File: src/sv/assert_macros.svh
// assertion macros used by the rtl file frame_rate_moving_average
// no dependencies; empty bodies when SYNTHESIS is defined
`ifndef ASSERT_MACROS_SVH
`define ASSERT_MACROS_SVH

`ifndef SYNTHESIS

`define ASSERT_CLK(label, clk, rst_n, prop) \
    label: assert property (@(posedge clk) disable iff (!(rst_n)) (prop)) \
        else $error("assertion failed");

`define ASSERT_NEVER(label, clk, rst_n, cond) \
    label: assert property (@(posedge clk) disable iff (!(rst_n)) !(cond)) \
        else $error("forbidden condition seen");

`else

`define ASSERT_CLK(label, clk, rst_n, prop)

`define ASSERT_NEVER(label, clk, rst_n, cond)

`endif

`endif

File: src/sv/frma_pkg.sv
// types, constants and state codes of the frame rate meter
// no dependencies
`default_nettype none

package frma_pkg;

    localparam int TS_W           = 32;
    localparam int TPS_W          = 30;
    localparam int RATE_W         = 24;
    localparam int FRAC_W         = 8;
    localparam int WINDOW_DEFAULT = 64;

    localparam logic [TPS_W-1:0] TPS_RESET = TPS_W'(1000000);

    typedef struct packed {
        logic [TS_W-1:0] timestamp;
    } t_frame_in;

    typedef struct packed {
        logic [RATE_W-1:0] rate_q8;
        logic [TS_W-1:0]   average_interval;
    } t_frame_out;

    typedef struct packed {
        logic rd;
        logic wr;
    } t_ring_ctrl;

    typedef struct packed {
        logic full;
    } t_ring_stat;

    typedef enum logic [3:0] {
        S_IDLE,
        S_READ,
        S_ADD,
        S_SUB,
        S_DIV1,
        S_DIV1_WAIT,
        S_DIV2,
        S_DIV2_WAIT,
        S_DONE
    } t_state;

endpackage

`default_nettype wire

File: src/sv/frma_div.sv
// bit-serial restoring divider, one quotient bit per cycle
// depends on frma_pkg
`default_nettype none

module frma_div #(
    parameter int DIV_W = 38,
    parameter int DSR_W = 32
) (
    input  wire logic             i_clk,
    input  wire logic             i_rst_n,
    input  wire logic             i_start,
    input  wire logic [DIV_W-1:0] i_dividend,
    input  wire logic [DSR_W-1:0] i_divisor,
    output logic                  o_done,
    output logic      [DIV_W-1:0] o_quotient
);
    import frma_pkg::*;

    localparam int CNT_W = $clog2(DIV_W + 1);

    logic [CNT_W-1:0] r_cnt;
    logic             r_done;
    logic [DIV_W-1:0] r_shift;
    logic [DSR_W-1:0] r_rem;
    logic [DSR_W-1:0] r_dsr;

    logic [DSR_W:0]   w_trial;
    logic [DSR_W:0]   w_diff;
    logic             w_qbit;

    assign w_trial = {r_rem, r_shift[DIV_W-1]};
    assign w_diff  = w_trial - {1'b0, r_dsr};
    assign w_qbit  = (w_trial >= {1'b0, r_dsr});

    always_ff @(posedge i_clk) begin
        if (!i_rst_n) begin
            r_cnt  <= '0;
            r_done <= 1'b0;
        end else begin
            r_done <= 1'b0;
            if (i_start) begin
                r_cnt <= CNT_W'(DIV_W);
            end else if (r_cnt != '0) begin
                r_cnt <= r_cnt - CNT_W'(1);
                if (r_cnt == CNT_W'(1)) begin
                    r_done <= 1'b1;
                end
            end
        end
    end

    always_ff @(posedge i_clk) begin
        if (i_start) begin
            r_shift <= i_dividend;
            r_rem   <= '0;
            r_dsr   <= i_divisor;
        end else if (r_cnt != '0) begin
            r_shift <= {r_shift[DIV_W-2:0], w_qbit};
            r_rem   <= w_qbit ? w_diff[DSR_W-1:0] : w_trial[DSR_W-1:0];
        end
    end

    assign o_done     = r_done;
    assign o_quotient = r_shift;

endmodule

`default_nettype wire

File: config.mk
export PLATFORM = sky130hd
export DESIGN_NAME = frma_div
export DESIGN_NICKNAME = d
export VERILOG_FILES = /design/src/sv/assert_macros.svh /design/src/sv/frma_pkg.sv /design/src/sv/frma_div.sv
export SDC_FILE = /design/constraint.sdc
export NUM_CORES = 1
export LEC_CHECK = 0
export BUFFER_PORTS_ARGS = -buffer_cell sky130_fd_sc_hd__clkbuf_2
export CAP_MARGIN = 30
export CORE_MARGIN = 2
export CORE_UTILIZATION = 61
export DETAILED_ROUTE_END_ITERATION = 10
export GPL_ROUTABILITY_DRIVEN = 1
export PLACE_DENSITY_LB_ADDON = 0.25
export SLEW_MARGIN = 30
export SYNTH_ARGS = -nofsm -noshare
export SYNTH_HDL_FRONTEND = slang
export SYNTH_SLANG_ARGS = --single-unit
File: constraint.sdc
create_clock -name i_clk -period 8.3 [get_ports i_clk]
set_input_delay 1.245 -clock i_clk [delete_from_list [all_inputs] [get_ports i_clk]]
set_output_delay 1.245 -clock i_clk [all_outputs]
set_load 0.03 [all_outputs]
Word level (Yosys, flattened, before mapping)
Cells that the tools add are included.
Word-level totals
  output and inout port bits: 39
  word-level logic and storage cells: 22
  flip-flop bits (word level): 109
Cells by class
  eq/ne operators: 1
  reductions and logical operators: 4
  order comparisons: 1
  muxes and demuxes: 6
  bitwise logic cells: 2
  $add $sub $neg: 2
Operator list (number)
  2-to-1 mux 38 bit: 2
  >= comparator 33 x 32 -> 1 bit: 1
  2-to-1 mux 32 bit: 1
  subtractor 32 bit: 1
  2-to-1 mux 6 bit: 2
  equality test 6 x 1 -> 1 bit (second input constant): 1
  nonzero test 6 bit: 1
  subtractor 6 x 1 -> 6 bit (second input constant): 1
  OR reduction 3 bit: 1
  NOT 1 bit: 2
  nonzero test 2 bit: 1
  OR reduction 2 bit: 1
  2-to-1 mux 1 bit: 1

Logic depth before layout (Yosys ltp)
  depth after elaboration: 3
  mapped depth: 14

Least setup slack after synthesis
Ideal clock, no wire load.
  kind: reg2reg
  from: register r_shift[37] (netlist: o_quotient[37])
  to: register r_rem[11]
  required time: 8.165 ns
  stages on the path, launching flop included: 14
  setup slack: 5.510 ns
  arrival: 2.655 ns
  cell sequence: edfxtp_1 > inv_1 > ha_1 > nor2b_1 > o21bai_1 > a211o_1 > a311oi_2 > nor3b_2 > o31a_1 > buf_4 > buf_6 > and3_1 > a21oi_1 > o22ai_1
On the way
  longest elaborated chain between the ends: 2
  elaborated cells between the ends (all ways): 3
RTL lines
  start, declared: line frma_div.sv:23  | logic [DIV_W-1:0] r_shift;
  start signal, assigned: line frma_div.sv:54  | r_shift <= i_dividend;
  start signal, assigned: line frma_div.sv:58  | r_shift <= {r_shift[DIV_W-2:0], w_qbit};
  subtractor 32 bit or >= comparator 33 x 32 -> 1 bit (tied branches): line frma_div.sv:32, frma_div.sv:33
  2-to-1 mux 32 bit (*): line frma_div.sv:59  | r_rem <= w_qbit ? w_diff[DSR_W-1:0] : w_trial[DSR_W-1:0];
  end signal, assigned: line frma_div.sv:59
  end, declared: line frma_div.sv:24  | logic [DSR_W-1:0] r_rem;
Every way passes the cells marked *; elsewhere a longest branch is shown, timed or not.
A chain may end at the register's enable or synchronous reset.

Worst setup path after layout
  from: register r_rem[17]
  to: register r_rem[25]
On the way
  longest elaborated chain between the ends: 2
  elaborated cells between the ends (all ways): 3
RTL lines (line)
  subtractor 32 bit or >= comparator 33 x 32 -> 1 bit (tied branches): frma_div.sv:32, frma_div.sv:33
  2-to-1 mux 32 bit (*): frma_div.sv:59
Marked as above.

==> key figures <==
Floorplanning
  – DIE WIDTH: 104 µm
  – Die ar.: 10800 µm²
  – CORE AREA: 9730 µm²
  – Die H: 104 µm
  – Ports: 112
  – FP Rows: 36
  – Initial Util: 62.7%

Detailed routing
  – WL/cell: 15.7 µm
  – Antenna-violating nets left: 0
  – Via count: 4759
  – DR pass1 iterations: 8
  – Avg Vias per Cell: 5.75
  – Remaining DRCs: 0
  – Final wirelength: 13.0 mm
  – Initial DRC Count: 288

Setup path
  – CP Class: reg -> reg
  – Critical path capture point type: flip-flop
  – Worst reg2reg path depth: 10
  – Crit path cell chain: ha_1, a21o_1, a21o_1, a21o_1, a21oi_1, nor3b_2, o31a_2, nor2_1, a211oi_1, nor3_1
  – Data arrival time of the worst path: 3.70 ns
  – Worst setup startpoint: r_rem[17]
  – Critical Path Max Stage Delay: 0.81 ns
  – CP Launch Type: flip-flop
  – Worst r2r src: r_rem[17]
  – Crit-path max FO: 43
  – FF-to-FF End: r_rem[25]
  – Crit path max-delay cell type: o31a_2
  – Data required time of the worst path: 8.57 ns
  – Cell mode on critical path: a21o_1
  – Reg2Reg Setup Slack: 4.87 ns
  – Termination of the worst setup path: r_rem[25]

Clocking
  – Cts repair resizes: 0
  – Num CTS Buffers: 9
  – CTS sink cnt: 109
  – Post-CTS Setup Bufs: 0
  – Cts hold-fix bufs: 0
  – CTS tree: yes
  – Root buf cell: clkbuf_8
  – Clock latency on the worst-skew pair: 0.40 ns
  – H-tree Lvls: 3
  – CTS max path bufs: 2
  – Clock-pin slew on the worst setup and hold paths: 0.11 ns

Logic synthesis
  – Synth unique cells: 59
  – Synth Flop Type: edfxtp_1
  – Synth warnings: 0
  – Cells after synthesis: 589
  – Syn_nets: 698
  – EDFF count, synth: 70
  – Part of the Yosys area used for sequential elements: 47.2%
  – Post-synthesis area per instance: 10.4 µm²
  – Asr flop ratio synth: 0%
  – Synth Register Bits: 109
  – Synth Cell Area: 6100 µm²

Power
  – Total power: 2.14 mW
  – PD cells: 308 nW/µm²
  – Largest vdd supply drop: 195 µV
  – Pleak: 3.09 nW

Global routing
  – Most Crowded Layer GR: met2
  – Largest net degree at the start of global routing: 68
  – Global Route met1 Usage: 32.0%
  – Gr ovfl total: 0
  – Initial antenna violation count: 0
  – Global-route wire length before repair: 21.9 mm
  – GRT Resource Usage Total: 24.7%
  – Number of global-route vias before repair: 4685
  – GRT met2 Usage: 40.7%
  – Met3 Track Usage GR: 5.45%

Place
  – Post-DP HPWL: 9.26 mm
  – Dpl ws: 4.92 ns
  – RePlAce Congestion: 0.876
  – PortBufs: 111
  – Placed cell areas: 6750 µm²

Timing
  – Tcrit/Tclk final: 41.3%
  – Slew HR: 40.4%
  – Setup TNS: 0 ns
  – Max Clock Freq: 291 MHz
  – Hold_ws: 0.483 ns
  – Clock Skew: 0.0153 ns
  – # setup viols final: 0
  – RSZ-0062 raised after global routing: no
  – Fin crit period: 3.43 ns
  – Slew @ Worst Pin: 0.895 ns
  – Slew Viols, Final: 0
  – Hold Vio Cnt, Final: 0
  – Final worst slack: 4.87 ns

Status
  – Status: completed

Final layout
  – Ant diodes: 0
  – Most frequent cells in the layout: 110 x clkbuf_2, 70 x edfxtp_1, 48 x nor2_1
  – Share of layout cells above drive strength 1: 26.1%
  – Cell area after layout: 6940 µm²
  – Commonest non-fill, non-tap cell in the layout: clkbuf_2
  – P&R area growth vs syn: 13.7%
  – Layout net count: 798

Run
  – Max-Cap Viols: 0

Worst hold path
  – Worst hold path type: reg -> reg
-- worst min path at each step --
stage / start / end / slack [ns] / depth (start not counted)
floorplan: r_rem[10] / r_rem[10] / 0.44 / 2
detailed placement: r_rem[1] / r_rem[1] / 0.46 / 2
global route: r_rem[10] / r_rem[10] / 0.51 / 2
finish: r_rem[1] / r_rem[1] / 0.48 / 2
global placement: r_rem[1] / r_rem[1] / 0.46 / 2
CTS: r_rem[1] / r_rem[1] / 0.48 / 2
-- synth_stat cells, types with 5 or more instances --
cell / count / area [µm²]
edfxtp_1: 70 / 2100
nor2_1: 48 / 180
inv_1: 47 / 176
dfxtp_1: 39 / 781
mux2_2: 39 / 439
a21oi_1: 35 / 175
ha_1: 35 / 438
nand2_1: 34 / 128
nor3_1: 24 / 120
o21ai_0: 18 / 90.1
xnor2_1: 18 / 158
a211oi_1: 17 / 128
clkbuf_1: 15 / 56.3
a21o_1: 14 / 105
and3_1: 9 / 56.3
nand3_1: 9 / 45.0
o21bai_1: 9 / 67.6
xor2_1: 9 / 78.8
a31oi_1: 7 / 43.8
nand4_1: 7 / 43.8
nor2b_1: 7 / 43.8
nand2b_1: 6 / 37.5
o211ai_1: 5 / 37.5
-- critical path: cells and delay by family (launching register included) --
family,cells,cell delay (ns)
compound gates,6,1.87
simple gates,3,0.67
fa+ha+maj,1,0.40
flops,1,0.36
-- metrics by stage --
| step | util (%) | std cells |
|---|---|---|
| floorplan | - | 589 |
| global placement | 69.4 | 811 |
| detailed placement | 69.4 | 811 |
| CTS | 71.3 | 827 |
| global route | 71.3 | 827 |
| finish | 71.3 | 827 |
-- state kept, by name (all words and copies together) (netlist names) --
name and flops:
o_done 1, r_cnt 6, o_quotient 38, r_dsr 32, r_rem 32
-- where the power goes --
part | leakage [nW] | total [mW] | switching [mW] | internal, mW
combinational | 1.97 | 1.05 | 0.638 | 0.408
sequential | 1.03 | 0.783 | 0.0795 | 0.703
clock | 0.0931 | 0.311 | 0.195 | 0.116
-- kinds of logic (layout without fill, tap and decap cells) --
logic type | after synthesis | after routing | synth area share [%]
simple gates | 161 | 161 | 12.8
fa+ha+maj | 36 | 36 | 7.50
mux | 43 | 43 | 7.85
xor+xnor | 27 | 27 | 3.87
compound gates | 140 | 140 | 16.0
buf+inv | 73 | 178 | 4.82
flops | 109 | 109 | 47.2
-- layer usage --
layer	vias up	wire, µm	share of wire (%)
met3	20	652	5.0
li1	2352	-	-
met1	2244	5710	44
met4	0	266	2.0
met2	143	6350	49
met5	-	0	0
-- area by class of cell --
class | instances | area (µm²)
fillers | 752 | 2790
inverters | 47 | 176
flip-flops and latches | 109 | 2880
clock inverters | 7 | 62.6
repair buffers | 115 | 588
well taps | 133 | 166
multi-input cells | 407 | 2940
clock buffers | 9 | 124
Power figures use the tool's default switching activity.
